## src/fpfa_pkg.sv

```systemverilog
package fpfa_pkg;

   // Table geometry and field widths.
   localparam int NumParts  = 16;
   localparam int IdxBits   = 4;
   localparam int SizeBits  = 16;
   localparam int CountBits = 5;
   localparam int ModeBits  = 2;
   localparam int CmdBits   = 2;

   // Stream payload widths (tdata padded up to whole bytes).
   localparam int ReqDataBits = 24;
   localparam int RspDataBits = 24;

   // Configuration port.
   localparam int CsrIdxBits  = 1;
   localparam int CsrDataBits = 5;

   typedef enum logic [CmdBits-1:0] {
      CMD_LOAD    = 2'd0,
      CMD_RESTORE = 2'd1,
      CMD_ALLOC   = 2'd2,
      CMD_NONE    = 2'd3
   } cmd_type;

   typedef enum logic [ModeBits-1:0] {
      MODE_FIRST  = 2'd0,
      MODE_BEST   = 2'd1,
      MODE_WORST  = 2'd2,
      MODE_SPARE  = 2'd3
   } mode_type;

   typedef enum logic [CsrIdxBits-1:0] {
      CSR_FIT_MODE    = 1'd0,
      CSR_BLOCK_COUNT = 1'd1
   } csr_type;

   typedef enum logic [1:0] {
      ST_IDLE,
      ST_SCAN,
      ST_DONE
   } state_type;

   // Controller to datapath.
   typedef struct packed {
      logic latch;      // capture the incoming item and clear the scan
      logic scan_step;  // examine one partition
      logic commit;     // apply side effects and load the result register
   } ctrl_cmd_type;

   // Datapath to controller.
   typedef struct packed {
      logic is_alloc;
      logic limit_zero;
      logic scan_last;
      logic out_free;
   } dp_stat_type;

endpackage

```

## src/fpfa_ctrl.sv

```systemverilog
module fpfa_ctrl (
   input  logic                  clock,
   input  logic                  reset,
   input  logic                  req_tvalid,
   output logic                  req_tready,
   input  fpfa_pkg::dp_stat_type stat,
   output fpfa_pkg::ctrl_cmd_type cmd
);

   fpfa_pkg::state_type state_ff, state_in;

   always_ff @(posedge clock) begin
      if (reset) begin
         state_ff <= fpfa_pkg::ST_IDLE;
      end else begin
         state_ff <= state_in;
      end
   end

   always_comb begin
      state_in      = state_ff;
      req_tready    = 1'b0;
      cmd.latch     = 1'b0;
      cmd.scan_step = 1'b0;
      cmd.commit    = 1'b0;
      case (state_ff)
         fpfa_pkg::ST_IDLE: begin
            req_tready = 1'b1;
            if (req_tvalid) begin
               cmd.latch = 1'b1;
               state_in  = fpfa_pkg::ST_SCAN;
            end
         end
         fpfa_pkg::ST_SCAN: begin
            if (!stat.is_alloc || stat.limit_zero) begin
               state_in = fpfa_pkg::ST_DONE;
            end else begin
               cmd.scan_step = 1'b1;
               if (stat.scan_last) begin
                  state_in = fpfa_pkg::ST_DONE;
               end
            end
         end
         fpfa_pkg::ST_DONE: begin
            if (stat.out_free) begin
               cmd.commit = 1'b1;
               state_in   = fpfa_pkg::ST_IDLE;
            end
         end
         default: begin
            state_in = fpfa_pkg::ST_IDLE;
         end
      endcase
   end

endmodule

```

## src/fpfa_dp.sv

```systemverilog
module fpfa_dp (
   input  logic                                 clock,
   input  logic                                 reset,
   input  logic                                 csr_we,
   input  logic [fpfa_pkg::CsrIdxBits-1:0]      csr_index,
   input  logic [fpfa_pkg::CsrDataBits-1:0]     csr_wdata,
   input  logic [fpfa_pkg::CmdBits-1:0]         in_command,
   input  logic [fpfa_pkg::IdxBits-1:0]         in_block_index,
   input  logic [fpfa_pkg::SizeBits-1:0]        in_size_value,
   input  fpfa_pkg::ctrl_cmd_type               cmd,
   output fpfa_pkg::dp_stat_type                stat,
   input  logic                                 rsp_tready,
   output logic                                 rsp_tvalid,
   output logic                                 out_granted,
   output logic [fpfa_pkg::IdxBits-1:0]         out_block_number,
   output logic [fpfa_pkg::SizeBits-1:0]        out_leftover
);

   // Configuration registers.
   logic [fpfa_pkg::ModeBits-1:0]  fit_mode_ff;
   logic [fpfa_pkg::CountBits-1:0] block_count_ff;

   // Partition table.
   logic [fpfa_pkg::SizeBits-1:0] sizes_ff [fpfa_pkg::NumParts];
   logic [fpfa_pkg::NumParts-1:0] used_ff;

   // Current item.
   fpfa_pkg::cmd_type              cmd_ff;
   logic [fpfa_pkg::IdxBits-1:0]   idx_ff;
   logic [fpfa_pkg::SizeBits-1:0]  req_size_ff;
   logic [fpfa_pkg::CountBits-1:0] limit_ff;

   // Scan state.
   logic [fpfa_pkg::IdxBits-1:0]   cnt_ff;
   logic                           found_ff;
   logic [fpfa_pkg::IdxBits-1:0]   pick_ff;
   logic [fpfa_pkg::SizeBits-1:0]  pick_size_ff;

   // Result register.
   logic                           rsp_valid_ff;
   logic                           granted_ff;
   logic [fpfa_pkg::IdxBits-1:0]   number_ff;
   logic [fpfa_pkg::SizeBits-1:0]  leftover_ff;

   logic [fpfa_pkg::CountBits-1:0] limit_in;
   logic [fpfa_pkg::SizeBits-1:0]  scan_size;
   logic                           fits;
   logic                           take;
   logic                           grant_now;

   // A block count above the table size acts as the table size.
   assign limit_in = (block_count_ff > fpfa_pkg::CountBits'(fpfa_pkg::NumParts))
                     ? fpfa_pkg::CountBits'(fpfa_pkg::NumParts) : block_count_ff;

   assign scan_size = sizes_ff[cnt_ff];
   assign fits      = !used_ff[cnt_ff] && (scan_size >= req_size_ff);
   // Strict compares keep ties on the lowest index; an unused mode acts as first fit.
   assign take      = fits && (!found_ff ||
                       (fit_mode_ff == fpfa_pkg::MODE_BEST  && scan_size < pick_size_ff) ||
                       (fit_mode_ff == fpfa_pkg::MODE_WORST && scan_size > pick_size_ff));
   assign grant_now = (cmd_ff == fpfa_pkg::CMD_ALLOC) && found_ff;

   assign stat.is_alloc   = (cmd_ff == fpfa_pkg::CMD_ALLOC);
   assign stat.limit_zero = (limit_ff == '0);
   assign stat.scan_last  = ({1'b0, cnt_ff} == (limit_ff - 1'b1));
   assign stat.out_free   = !rsp_valid_ff || rsp_tready;

   always_ff @(posedge clock) begin
      if (reset) begin
         fit_mode_ff    <= '0;
         block_count_ff <= '0;
      end else if (csr_we) begin
         case (csr_index)
            fpfa_pkg::CSR_FIT_MODE:    fit_mode_ff    <= csr_wdata[fpfa_pkg::ModeBits-1:0];
            fpfa_pkg::CSR_BLOCK_COUNT: block_count_ff <= csr_wdata;
            default: begin
            end
         endcase
      end
   end

   always_ff @(posedge clock) begin
      if (reset) begin
         for (int i = 0; i < fpfa_pkg::NumParts; i++) begin
            sizes_ff[i] <= '0;
         end
         used_ff <= '0;
      end else if (cmd.commit) begin
         case (cmd_ff)
            fpfa_pkg::CMD_LOAD:    sizes_ff[idx_ff] <= req_size_ff;
            fpfa_pkg::CMD_RESTORE: used_ff <= '0;
            fpfa_pkg::CMD_ALLOC: begin
               if (found_ff) begin
                  used_ff[pick_ff] <= 1'b1;
               end
            end
            default: begin
            end
         endcase
      end
   end

   always_ff @(posedge clock) begin
      if (reset) begin
         cmd_ff   <= fpfa_pkg::CMD_NONE;
         found_ff <= 1'b0;
         cnt_ff   <= '0;
         limit_ff <= '0;
      end else if (cmd.latch) begin
         cmd_ff   <= fpfa_pkg::cmd_type'(in_command);
         found_ff <= 1'b0;
         cnt_ff   <= '0;
         limit_ff <= limit_in;
      end else if (cmd.scan_step) begin
         cnt_ff <= cnt_ff + 1'b1;
         if (take) begin
            found_ff <= 1'b1;
         end
      end
   end

   always_ff @(posedge clock) begin
      if (cmd.latch) begin
         idx_ff       <= in_block_index;
         req_size_ff  <= in_size_value;
         pick_ff      <= '0;
         pick_size_ff <= '0;
      end else if (cmd.scan_step && take) begin
         pick_ff      <= cnt_ff;
         pick_size_ff <= scan_size;
      end
   end

   always_ff @(posedge clock) begin
      if (reset) begin
         rsp_valid_ff <= 1'b0;
      end else if (cmd.commit) begin
         rsp_valid_ff <= 1'b1;
      end else if (rsp_tready) begin
         rsp_valid_ff <= 1'b0;
      end
   end

   always_ff @(posedge clock) begin
      if (cmd.commit) begin
         granted_ff  <= grant_now;
         number_ff   <= grant_now ? pick_ff : '0;
         leftover_ff <= grant_now ? (pick_size_ff - req_size_ff) : '0;
      end
   end

   assign rsp_tvalid       = rsp_valid_ff;
   assign out_granted      = granted_ff;
   assign out_block_number = number_ff;
   assign out_leftover     = leftover_ff;

   // A committed grant marks its partition used.
   assert property (@(posedge clock) disable iff (reset)
      cmd.commit && grant_now |=> used_ff[$past(pick_ff)])
      else $error("granted partition not marked used");

   // A held pick always fits the request, so the leftover never wraps.
   assert property (@(posedge clock) disable iff (reset)
      found_ff |-> pick_size_ff >= req_size_ff)
      else $error("picked partition smaller than request");

   // The scan never looks past the latched limit.
   assert property (@(posedge clock) disable iff (reset)
      cmd.scan_step |-> {1'b0, cnt_ff} < limit_ff)
      else $error("scan beyond partition limit");

   // A result is only loaded when the result register can take it.
   assert property (@(posedge clock) disable iff (reset)
      cmd.commit |-> (!rsp_valid_ff || rsp_tready))
      else $error("result register overwritten");

endmodule

```

## src/fixed_partition_fit_allocator.sv

```systemverilog
// Fixed-partition fit allocator. The block holds a table of sixteen partitions,
// each with a loaded size and a used mark, and takes one command item at a time on
// the req_ stream: load a partition size, restore every partition to free, or
// allocate a request by first, best or worst fit over the lowest block_count
// partitions (ties go to the lowest index). Every item produces exactly one result
// item on the rsp_ stream; only a successful allocation sets granted, and then the
// result carries the partition number and the leftover size, otherwise both are
// zero. An allocation walks the lowest min(block_count, 16) partitions one entry
// per cycle through a single compare unit; load, restore and the unused command
// code skip the scan. The result sits in an output register, and the block takes
// its next item while that result still waits, stalling only when a second result
// is ready before the first is taken. Configuration registers are to be written
// through the csr_ port only while no item is in progress; the block itself does
// not enforce this. Index 0 is the fit mode, index 1 the partition count.
module fixed_partition_fit_allocator (
   input  logic                                  clock,
   input  logic                                  reset,
   // Command stream.
   input  logic                                  req_tvalid,
   output logic                                  req_tready,
   input  logic [fpfa_pkg::ReqDataBits-1:0]      req_tdata,  // block_index[3:0], size_value[19:4]
   input  logic [fpfa_pkg::CmdBits-1:0]          req_tuser,  // command[1:0]
   // Result stream.
   output logic                                  rsp_tvalid,
   input  logic                                  rsp_tready,
   output logic [fpfa_pkg::RspDataBits-1:0]      rsp_tdata,  // block_number[3:0], leftover[19:4]
   output logic                                  rsp_tuser,  // granted[0]
   // Configuration writes.
   input  logic                                  csr_we,
   input  logic [fpfa_pkg::CsrIdxBits-1:0]       csr_index,
   input  logic [fpfa_pkg::CsrDataBits-1:0]      csr_wdata
);

   localparam int SizeLo = fpfa_pkg::IdxBits;
   localparam int SizeHi = fpfa_pkg::IdxBits + fpfa_pkg::SizeBits - 1;
   localparam int PadBits = fpfa_pkg::RspDataBits - fpfa_pkg::IdxBits - fpfa_pkg::SizeBits;

   fpfa_pkg::ctrl_cmd_type cmd;
   fpfa_pkg::dp_stat_type  stat;

   logic [fpfa_pkg::IdxBits-1:0]  out_block_number;
   logic [fpfa_pkg::SizeBits-1:0] out_leftover;

   // The controller sequences accept, scan and commit; the datapath owns the table.
   fpfa_ctrl u_ctrl (
      .clock      (clock),
      .reset      (reset),
      .req_tvalid (req_tvalid),
      .req_tready (req_tready),
      .stat       (stat),
      .cmd        (cmd)
   );

   fpfa_dp u_dp (
      .clock            (clock),
      .reset            (reset),
      .csr_we           (csr_we),
      .csr_index        (csr_index),
      .csr_wdata        (csr_wdata),
      .in_command       (req_tuser),
      .in_block_index   (req_tdata[fpfa_pkg::IdxBits-1:0]),
      .in_size_value    (req_tdata[SizeHi:SizeLo]),
      .cmd              (cmd),
      .stat             (stat),
      .rsp_tready       (rsp_tready),
      .rsp_tvalid       (rsp_tvalid),
      .out_granted      (rsp_tuser),
      .out_block_number (out_block_number),
      .out_leftover     (out_leftover)
   );

   // Upper tdata bits are padding and read as zero.
   assign rsp_tdata = {{PadBits{1'b0}}, out_leftover, out_block_number};

endmodule
```

## config.mk

```make
export PLATFORM = sky130hd
export DESIGN_NAME = fixed_partition_fit_allocator
export DESIGN_NICKNAME = d
export VERILOG_FILES = /design/src/fpfa_pkg.sv /design/src/fpfa_ctrl.sv /design/src/fpfa_dp.sv /design/src/fixed_partition_fit_allocator.sv
export SDC_FILE = /design/constraint.sdc
export NUM_CORES = 1
export LEC_CHECK = 0
export BUFFER_PORTS_ARGS = -buffer_cell sky130_fd_sc_hd__buf_2
export CAP_MARGIN = 25
export CORE_AREA = 10 10 235 181
export CTS_BUF_LIST = sky130_fd_sc_hd__clkbuf_16
export CTS_CLUSTER_DIAMETER = 50
export CTS_CLUSTER_SIZE = 25
export DETAILED_ROUTE_END_ITERATION = 10
export DIE_AREA = 0 0 245 191
export GPL_ROUTABILITY_DRIVEN = 0
export PLACE_DENSITY = 0.72
export SYNTH_ARGS = -nofsm -noshare
export SYNTH_HDL_FRONTEND = slang
export SYNTH_SLANG_ARGS = --single-unit
```

## constraint.sdc

```tcl
create_clock -name clock -period 4.4 [get_ports clock]
set_input_delay 0.44 -clock clock [delete_from_list [all_inputs] [get_ports clock]]
set_output_delay 0.44 -clock clock [all_outputs]
set_load 0.02 [all_outputs]
```

# Yosys cells after proc, flatten, opt, wreduce, memory -nomap -nowiden
# Memory sizes are Yosys's and may differ from the RTL's. A register that Yosys moved wholly into a read port is not among the register bits.
# Cells that the tools add are included.
[classes] eq_ne=11 n_bitwise=2 muxes=32 n_mul=0 n_addsub=3 n_shift=0 n_reduce_logical=27 n_div=0 magnitude_cmp=7
[op_table] operator="16-bit 2-to-1 mux" count=2
[op_table] operator="16-bit case mux with 2 select lines" count=1
[op_table] operator="1-bit 2-to-1 mux" count=18
[op_table] operator="16-bit >= comparator" count=1
[op_table] operator="16-bit > comparator" count=1
[op_table] operator="16-bit less-than comparator" count=1
[op_table] operator="16-bit bitwise OR" count=1
[op_table] operator="16-bit OR reduction" count=1
[op_table] operator="16-bit subtractor" count=1
[op_table] operator="4-bit 2-to-1 mux" count=3
[op_table] operator="4-bit by 5-bit less-than comparator with 1-bit output (second input constant)" count=2
[op_table] operator="2-bit 2-to-1 mux" count=4
[op_table] operator="1-bit logical AND" count=7
[op_table] operator="2-bit by 1-bit == test with 1-bit output (second input constant)" count=3
[op_table] operator="2-bit == test (second input constant)" count=3
[op_table] operator="2-bit case mux with 3 select lines" count=1
[op_table] operator="2-bit AND reduction" count=3
[op_table] operator="3-bit AND reduction" count=2
[op_table] operator="4-bit by 5-bit == test with 1-bit output" count=1
[op_table] operator="5-bit > comparator (second input constant)" count=1
[op_table] operator="5-bit logical NOT" count=1
[op_table] operator="5-bit 2-to-1 mux" count=1
[op_table] operator="5-bit by 1-bit subtractor with 5-bit output (second input constant)" count=1
[op_table] operator="4-bit by 1-bit adder with 4-bit output (second input constant)" count=1
[op_table] operator="12 further kinds" count=21
[totals] memories=1 ff_bits=99 ram_bits=256 romBits=0 input_bits=37 wordCells=99 latchBits=0
[mem_list] name="u_dp.sizes_ff" words=16 word_bits=16 read_ports=1 rd_ports_with_merged_regs=1 wr=16 line_no="fpfa_dp.sv:24" rtl="logic [fpfa_pkg::SizeBits-1:0] sizes_ff [fpfa_pkg::NumParts];"

# Longest topological paths before layout
# Gate-level depths: netlist of the first run.
[logic_depth] ltp_word=9 mapped_depth=15 mapped_depth_nobuf=11

# Cells and area by module
# Synthesis of the first run repeated with hierarchy kept, for this count alone.
[hier_totals] cells_unflattened=1301 area_unflattened_um2=16901.2
[modules_own_cells] module="fpfa_dp" cells_each=1283 area_per_inst_um2=16747.3 instances=1
[modules_own_cells] module="fpfa_ctrl" cells_each=13 area_per_inst_um2=120.1 instances=1
[modules_own_cells] module="fixed_partition_fit_allocator" cells_each=5 area_per_inst_um2=33.8 instances=1

# Worst setup path before layout of the first run
# OpenSTA, ideal clock, no wires.
[synth_timing] path_kind="register to register" start="reg (tool-made name)" end="reg u_dp.pick_size_ff[5] (netlist name)" stages_incl_launch_ff=14 arrival_time_ns=3.639 setup_time_ns=0.130 period_less_slack_ns=3.769 path_slack_ns=0.631 required_ns=4.270 path_cell_list="dfxtp_1 buf_2 buf_2 mux4_2 mux4_2 ha_1 a211o_1 a31oi_1 or3_1 a311oi_1 o311ai_4 nor2_2 buf_4 o31ai_1"
[synth_rtl] element="end signal, assigned" line_no="fpfa_dp.sv:130" rtl="pick_size_ff <= scan_size;"
[synth_rtl] element="end, declared" line_no="fpfa_dp.sv:37" rtl="logic [fpfa_pkg::SizeBits-1:0] pick_size_ff;"

==> results of run 1 <==
cells in the mapped netlist (7+ instances only):
master / n / area (µm²)
sky130_fd_sc_hd__edfxtp_1: 297 / 8919
sky130_fd_sc_hd__nor3_1: 197 / 986.0
sky130_fd_sc_hd__clkbuf_1: 87 / 326.6
sky130_fd_sc_hd__mux4_2: 84 / 1892
sky130_fd_sc_hd__dfxtp_1: 62 / 1241
sky130_fd_sc_hd__nor4_1: 61 / 381.6
sky130_fd_sc_hd__a21oi_1: 55 / 275.3
sky130_fd_sc_hd__nor2_1: 53 / 198.9
sky130_fd_sc_hd__ha_1: 49 / 613.1
sky130_fd_sc_hd__nand2_1: 39 / 146.4
sky130_fd_sc_hd__nand3_1: 30 / 150.1
sky130_fd_sc_hd__inv_1: 28 / 105.1
sky130_fd_sc_hd__o21ai_0: 20 / 100.1
sky130_fd_sc_hd__and2_1: 19 / 118.9
sky130_fd_sc_hd__or2_2: 17 / 106.4
sky130_fd_sc_hd__a21o_1: 15 / 112.6
sky130_fd_sc_hd__clkinv_1: 15 / 56.30
sky130_fd_sc_hd__buf_2: 13 / 65.06
sky130_fd_sc_hd__nand4_1: 11 / 68.82
sky130_fd_sc_hd__nor2b_1: 11 / 68.82
sky130_fd_sc_hd__xnor2_1: 10 / 87.58
sky130_fd_sc_hd__buf_1: 9 / 33.78
sky130_fd_sc_hd__o31ai_1: 9 / 67.56
sky130_fd_sc_hd__buf_4: 8 / 60.06
sky130_fd_sc_hd__nand3b_1: 8 / 60.06
sky130_fd_sc_hd__xor2_1: 8 / 70.07
sky130_fd_sc_hd__nand2b_1: 7 / 43.79
stage by stage:
stage | setup WS (ns) | hold slack (ns)
2_1_floorplan | 0.6308 | 0.4315
3_3_place_gp | 0.4193 | 0.4411
3_5_place_dp | 0.4053 | 0.4502
4_1_cts | 0.3459 | 0.0003660
5_1_grt | 0.1531 | 0.006628
6_report | 0.3423 | 0.02113
critical path: stages, from the launching register on:
cell and delay, ns:
sky130_fd_sc_hd__dfxtp_4 0.38, sky130_fd_sc_hd__buf_12 0.24, sky130_fd_sc_hd__mux4_2 0.56, sky130_fd_sc_hd__mux4_2 0.57, sky130_fd_sc_hd__ha_1 0.35, sky130_fd_sc_hd__a211o_1 0.26, sky130_fd_sc_hd__a31oi_1 0.15, sky130_fd_sc_hd__or3_1 0.14
sky130_fd_sc_hd__a311oi_1 0.10, sky130_fd_sc_hd__buf_4 0.16, sky130_fd_sc_hd__o311ai_4 0.50, sky130_fd_sc_hd__nor2_2 0.07, sky130_fd_sc_hd__buf_4 0.20, sky130_fd_sc_hd__o31ai_1 0.22
routing by layer:
| layer | GRT usage (%) | vias up |
|---|---|---|
| met3 | 3.333 | 82 |
| met2 | 28.13 | 513 |
| li1 | - | 4959 |
| met5 | 0 | - |
| met1 | 24.09 | 5490 |
| met4 | 6.031 | 0 |
cells by family after synthesis:
logic type               Yosys count  share of synthesized area [%]
XOR/XNOR                          18                         0.9355
AO/OA/AOI/OAI                    128                          4.811
adder cells (fa/ha/maj)           50                          3.757
multiplexers                      88                          11.47
buffers and inverters            163                          4.002
flip-flops                       359                          60.29
other                              1                        0.02225
AND/OR/NAND/NOR                  473                          14.72
registers in the layout, indices dropped and copies added, names as in the netlist, 2 cells and up, named ones only:
register,flops
u_dp.sizes_ff,256
u_dp.out_leftover,16
u_dp.pick_size_ff,16
u_dp.req_size_ff,16
u_dp.used_ff,16
u_dp.block_count_ff,5
u_dp.limit_ff,5
u_dp.cnt_ff,4
u_dp.idx_ff,4
u_dp.out_block_number,4
u_dp.pick_ff,4
u_ctrl.state_ff,2
u_dp.cmd_ff,2
u_dp.fit_mode_ff,2
power breakdown:
group	total, µW	leakage, µW	internal (µW)	switching [µW]
Sequential	3810	0.00354	3770	41.6
Combinational	432	0.00221	123	309
Clock	2900	0.000532	1450	1450
layout make-up:
cell class                      instances  area share (%)
Sequential cell                       359           54.22
Multi-Input combinational cell        761           32.23
Clock buffer                           31           4.138
Timing Repair Buffer                   97           3.470
Tap cell                              512           3.417
Clock inverter                         26           1.668
Inverter                               43          0.8609
path summary, 6_finish.rpt:
path | endpoint | cells past startpoint
max | u_dp.pick_size_ff[8] | 13
min | u_dp.req_size_ff[6] | 1
max reg2reg | u_dp.pick_size_ff[8] | 13
min reg2reg | u_dp.block_count_ff[0] | 2
==> metrics, run 1 <==
run status=complete, no violations; number of instances in the synthesized netlist=1280; Final Hold Vio Count=0; transition at the pin with the smallest max-transition slack=about 1.1 ns; share of final-layout standard cells stronger than drive strength 1=19.97%; CTS tree=done; leading cell types in the layout, fill and taps excluded=sky130_fd_sc_hd__edfxtp_1 (297), sky130_fd_sc_hd__nor3_1 (197), sky130_fd_sc_hd__mux4_2 (84); pin count of the biggest net entering global routing=65; Period minus WS final=slightly above 4 ns; initial antenna violation count=0; Row Count=62; routed vias=11040; Horiz. Die Dim=245 µm; total I/O pin count=64; register area=around 10000 µm²; detailed-routed wire length on met3=3612 µm; HPWL after detailed placement=26110 µm; global-route wire length before repair=64400 µm; maximum vdd ir drop=between 0.0002 and 0.0003 V; count of final setup violators=0; Final Util=49.52%; mean post-synth cell area=13.17 µm²; Synth async-reset ratio=0%; worst setup path class=reg2reg; Sum Neg Setup Slack=0 ns; headroom to the max-slew limit=between 20% and 30%; startpoint of the tightest hold check path=req_tdata[10]; Most used DFF post-synth=sky130_fd_sc_hd__edfxtp_1; most common library cell in the layout ignoring fill and taps=sky130_fd_sc_hd__edfxtp_1; largest buffer count on any clock path=3; count of H-tree levels built during CTS=1; Total Power=7136 µW; area of the mapped netlist=16850 µm²; # hold bufs at CTS=4; number of buffers inserted during clock tree synthesis=31; Routed Wire Length=roughly 42000 µm; routed length on met1=17680 µm; Clock Skews=0.01788 ns; die height=191 µm; Design Area, Final=18750 µm²; Reg2Reg Setup Slack=about 0.34 ns; CP Launch Type=register; area added between synthesis and finish=11.25%; fin nets=about 1400; pwr/cell area=380.6 nW/µm²; Yosys warning count=0; number of synthesized register bits=between 300 and 400; Tightest Hold Check Type=in2reg; Post-synth EDFFs=approximately 300; fill cell total of the finished layout=3251; GRT Resource Usage Total=17.70%; final cell count without fillers=1829; sequential-to-total area share from yosys stat=60.29%; initial DRC count=1282; Buffers on Ports=55; endpoint kind of the worst setup timing path=register; Max Freq=around 250 MHz; period utilization=92.22%; clock sink total=359; Static Leakage=around 0.0063 µW; arrival time reported for the critical path endpoint=4.55 ns; Required @ worst endpoint=4.89 ns; Placeable Area=37860 µm²; placed inst area=17620 µm²; effective utilization at floorplan=44.52%; post-synth cell types=61; number of global-route vias before repair=10950; count of pins over their slew limit=0; latest clock arrival within the worst-skew pair=0.60 ns; CTS-repair resized insts=0; Root Buffer=sky130_fd_sc_hd__clkbuf_16; die area=46800 µm²; first drt pass iteration count=7; Routed wire per std cell=22.98 µm; number of placed cells counting well taps=~1800; setup repair after global routing missed its margin=false; post-detailed-route count of antenna-violating nets=0; total length of routed met2 wires=19480 µm; top metal layer carrying routed signals=met4; global route overflow=0; ANT cells=0; drt drc=0; clock slew seen by the registers of the worst setup and hold paths=0.08 ns; area taken by multi-input logic gates=between 6000 and 7000 µm²; top fanout value on the critical path=29; Post CTS Setup Buffer Count=0; via-per-instance ratio=approximately 6.0; max-cap check violation count=0
No activity file was read; power rests on OpenSTA's default activity.
==> inputs of run 2 (changes only) <==
PLACE_DENSITY = unset   (was 0.72)
==> metrics, run 2 (synthesis results as in run 1) <==
Final Hold Vio Count=0; Buffers on Ports=55; Required @ worst endpoint=4.84 ns; Static Leakage=0.006334 µW; die height=191 µm; CP Launch Type=register; effective utilization at floorplan=44.52%; CTS tree=done; Reg2Reg Setup Slack=0.25 ns; latest clock arrival within the worst-skew pair=0.54 ns; setup repair after global routing missed its margin=false; Final Util=49.76%; endpoint of the worst register-to-register path=u_dp.pick_size_ff[1]; worst setup path class=reg2reg; critical path depth=13; cells along the critical path=buf_12 -> mux4_2 -> mux4_2 -> ha_1 -> a211o_1 -> a31oi_1 -> or3_1 -> a311oi_1 -> buf_4 -> o311ai_4 -> nor2_2 -> buf_4 -> o31ai_1; area added between synthesis and finish=11.78%; count of H-tree levels built during CTS=2; CTS-repair resized insts=0; library cell contributing the largest single delay on the critical path=sky130_fd_sc_hd__mux4_2; Horiz. Die Dim=between 200 and 250 µm; Period minus WS final=4.151 ns; die area=46800 µm²; r2r worst-path depth=13; routed vias=between 10000 and 15000; # hold bufs at CTS=0; global route overflow=0; initial antenna violation count=0; transition at the pin with the smallest max-transition slack=0.7946 ns; Tightest Hold Check Type=in2reg; run status=complete, no violations; GRT Resource Usage Total=19.07%; first drt pass iteration count=5; Sum Neg Setup Slack=0 ns; area taken by multi-input logic gates=6042 µm²; initial DRC count=971; period utilization=94.34%; pin count of the biggest net entering global routing=65; pwr/cell area=389.5 nW/µm²; number of buffers inserted during clock tree synthesis=35; Routed wire per std cell=24.04 µm; most common library cell in the layout ignoring fill and taps=sky130_fd_sc_hd__edfxtp_1; clock slew seen by the registers of the worst setup and hold paths=0.08 ns; Crit path buffers/inverters=3; stage delay of the slowest cell on the critical path=0.58 ns; Row Count=62; global-route wire length before repair=68050 µm; fill cell total of the finished layout=3356; count of pins over their slew limit=0; Placeable Area=37860 µm²; drt drc=0; max-cap check violation count=0; total I/O pin count=64; endpoint kind of the worst setup timing path=register; Clock Skews=0.01680 ns; register ranked first by flip-flop count=u_dp.sizes_ff; HPWL after detailed placement=26930 µm; Post CTS Setup Buffer Count=0; Max Freq=about 240 MHz; register area=10160 µm²; number of global-route vias before repair=11110; share of final-layout standard cells stronger than drive strength 1=about a fifth; ANT cells=0; post-detailed-route count of antenna-violating nets=0; kind of cell adding the most delay to the critical path=compound AO/OA/AOI/OAI gates; headroom to the max-slew limit=47.02%; top fanout value on the critical path=35; fin nets=1382; Critical Path End=u_dp.pick_size_ff[1]; Routed Wire Length=around 44000 µm; clock sink total=between 300 and 400; Root Buffer=sky130_fd_sc_hd__clkbuf_16; max reg flops=256; maximum vdd ir drop=0.0002311 V; via-per-instance ratio=about 5.9; arrival time reported for the critical path endpoint=4.59 ns; largest buffer count on any clock path=3; leading cell types in the layout, fill and taps excluded=sky130_fd_sc_hd__edfxtp_1 (297), sky130_fd_sc_hd__nor3_1 (197), sky130_fd_sc_hd__mux4_2 (84); count of final setup violators=0
## run 2: worst reg2reg max path: cells and delay by family (launching register included)
kind / cells / cell delay [ns]
adder cells (fa/ha/maj): 1 / 0.34
buffers and inverters: 3 / 0.64
multiplexers: 2 / 1.15
flip-flops: 1 / 0.38
AO/OA/AOI/OAI: 5 / 1.29
AND/OR/NAND/NOR: 2 / 0.25
## run 2: how the worst min path moves through the flow
stage | startpoint | to | cells past startpoint
after detailed placement | u_dp.block_count_ff[1] | u_dp.block_count_ff[1] | 2
after floorplan | u_dp.used_ff[12] | u_dp.used_ff[12] | 2
after global placement | u_dp.used_ff[12] | u_dp.used_ff[12] | 2
final | req_tdata[3] | u_dp.idx_ff[3] | 1
after global routing | req_tdata[18] | u_dp.req_size_ff[14] | 1
after CTS | req_tdata[8] | u_dp.req_size_ff[4] | 1
## run 2: power by group
part | internal [µW] | leakage, µW | switching (µW)
Sequential | 3770 | 0.00354 | 43.3
Combinational | 122 | 0.00222 | 313
Clock | 1690 | 0.000575 | 1400
## run 2: area by class of cell
cell class	count	area share [%]
Clock buffer	37	4.915
Clock inverter	26	1.335
Inverter	43	0.8569
Multi-Input combinational cell	761	32.08
Sequential cell	359	53.96
Tap cell	512	3.401
Timing Repair Buffer	95	3.454
## run 2: metal layers
metal	up-vias	global-route usage, %	wire, µm
met1	5490	27.10	20020
met4	0	5.030	912
met5	-	0	0
met3	49	3.487	3215
li1	4970	-	-
met2	394	29.70	19920
## run 2: per-stage QoR
stage                     total power (µW)  cells  hold slack [ns]  instance area [µm²]  setup WS [ns]
after CTS                             7392   1832          0.05306                18820         0.2560
after global placement                4308   1768           0.4451                17630         0.3184
after detailed placement              4319   1769           0.4513                17640         0.2996
after floorplan                       4141   1283           0.4315                16860         0.6308
final                                 7338   1833          0.07418                18840         0.2491
after global routing                  7575   1833          0.05103                18840        0.02264
==> inputs of run 3 (changes only) <==
RECOVER_POWER = 100   (was unset)
REMOVE_ABC_BUFFERS = 1   (was unset)
==> metrics, run 3 (synthesis results as in run 1) <==
cells along the critical path=nor2b_1 -> nand2_1 -> nor4_1 -> or3b_2 -> clkbuf_1 -> nor3_1 -> or2_2; latest clock arrival within the worst-skew pair=0.60 ns; Clock Skews=0.03185 ns; Cells on Worst Hold Path=1; placed inst area=around 18000 µm²; top fanout value on the critical path=31; fin nets=1383; violated checks=capacitance limit, slew limit; Max Freq=240.3 MHz; max reg flops=between 200 and 300; Post CTS Setup Buffer Count=0; ANT cells=0; setup repair after global routing missed its margin=false; worst setup path class=reg2reg; Final Hold Vio Count=0; Top Usage Layer GRT=met2; transition at the pin with the smallest max-transition slack=~2.0 ns; share of final-layout standard cells stronger than drive strength 1=17.05%; final cell count without fillers=1832; Design Area, Final=18650 µm²; die area=46800 µm²; Root Buffer=sky130_fd_sc_hd__clkbuf_16; Row Count=62; leading cell types in the layout, fill and taps excluded=sky130_fd_sc_hd__edfxtp_1 (297), sky130_fd_sc_hd__nor3_1 (197), sky130_fd_sc_hd__mux4_2 (84); global-route wire length before repair=68320 µm; initial DRC count=1126; met2 layer usage reported by global route=29.01%; pin count of the biggest net entering global routing=66; max-cap check violation count=3; Required @ worst endpoint=4.62 ns; via-per-instance ratio=about 6.0; first drt pass iteration count=6; stage delay of the slowest cell on the critical path=0.79 ns; number of global-route vias before repair=around 11000; Buffers on Ports=55; Horiz. Die Dim=245 µm; Static Leakage=between 0.006 and 0.007 µW; met3 routing resource usage after global routing=3.431%; pwr/cell area=between 300 and 400 nW/µm²; library cell contributing the largest single delay on the critical path=sky130_fd_sc_hd__clkbuf_1; CP Launch Type=register; routed vias=~11000; drt drc=0; clock slew seen by the registers of the worst setup and hold paths=around 0.080 ns; number of placed cells counting well taps=1770; count of final setup violators=0; period utilization=around 95%; endpoint kind of the worst setup timing path=register; headroom to the max-slew limit=-34.08%; Final Util=about half; Tightest Hold Check Type=in2reg; fill cell total of the finished layout=3395; global route overflow=0; Period minus WS final=between 4 and 5 ns; Routed wire per std cell=24.32 µm; total I/O pin count=64; effective utilization at floorplan=approximately 45%; Placeable Area=37860 µm²; most common library cell in the layout ignoring fill and taps=sky130_fd_sc_hd__edfxtp_1; r2r worst-path depth=7; clock sink total=359; post-detailed-route count of antenna-violating nets=0; number of buffers inserted during clock tree synthesis=31; HPWL after detailed placement=about 27000 µm; run status=complete, but fails checks; Total Power=7090 µW; arrival time reported for the critical path endpoint=4.38 ns; Global Route met1 Usage=between 20% and 30%; Routed Wire Length=around 45000 µm; count of pins over their slew limit=66; maximum vdd ir drop=0.0002890 V; die height=~190 µm; register ranked first by flip-flop count=u_dp.sizes_ff; largest buffer count on any clock path=3; area added between synthesis and finish=10.69%; GRT Resource Usage Total=18.84%; CTS tree=done; count of H-tree levels built during CTS=1; initial antenna violation count=0
==> run 3: cell count changes in the layout (fill, tap and decap cells not counted), sizes merged, moves of 3 or more <==
cell         delta
buf            -32
clkbuf         +28
clkinvlp        -4
inv             +4
dlygate4sd3     +3
==> run 3: layer usage <==
metal	vias to the layer above	share of wire, %
li1	4964	-
met1	5666	46
met2	380	45
met3	64	6.8
met4	0	2.0
met5	-	0
==> run 3: final timing paths <==
kind,end,slack [ns],from
hold / removal,u_dp.idx_ff[2],0.02,req_tdata[2]
setup reg to reg,u_dp.sizes_ff[0][8],0.24,u_ctrl.state_ff[1]
setup / recovery,u_dp.sizes_ff[0][8],0.24,u_ctrl.state_ff[1]
hold reg to reg,u_dp.block_count_ff[3],0.46,u_dp.block_count_ff[3]
==> run 3: per-stage QoR <==
stage | hold WS [ns] | TNS [ns] | worst slack (ns)
floorplan | 0.4305 | -31.60 | -1.513
global placement | 0.4445 | 0 | 0.3376
detailed placement | 0.4514 | 0 | 0.3200
CTS | 0.0008423 | 0 | 0.2853
global route | 0.005907 | 0 | 0.04726
finish | 0.01630 | 0 | 0.2389
==> run 3: power by group <==
group	total, µW	leakage [µW]	internal [µW]	switching, µW
sequential	3810	0.00354	3770	36.3
clock	2850	0.000520	1420	1430
combinational	437	0.00211	116	321
total	7090	0.00617	5310	1780
==> run 3: layout make-up <==
class / instances / area, µm² / area share, %
Clock inverter: 26 / 274.0 / 1.469
Timing Repair Buffer: 100 / 606.8 / 3.253
Inverter: 43 / 161.4 / 0.8653
Multi-Input combinational cell: 761 / 6031 / 32.33
Tap cell: 512 / 640.6 / 3.434
Clock buffer: 31 / 775.7 / 4.159
Sequential cell: 359 / 10160 / 54.49
==> run 3: what timing repair did <==
item	CTS	global route
hold endpoints to repair	1	2
gates resized for setup	0	0
hold buffers	1	2
==> run 3: critical path: cells and delay by family, from the launching register on <==
kind,cells,cell delay (ns)
DFF,1,0.38
buffers and inverters,1,0.79
and+or+nand+nor,6,2.56
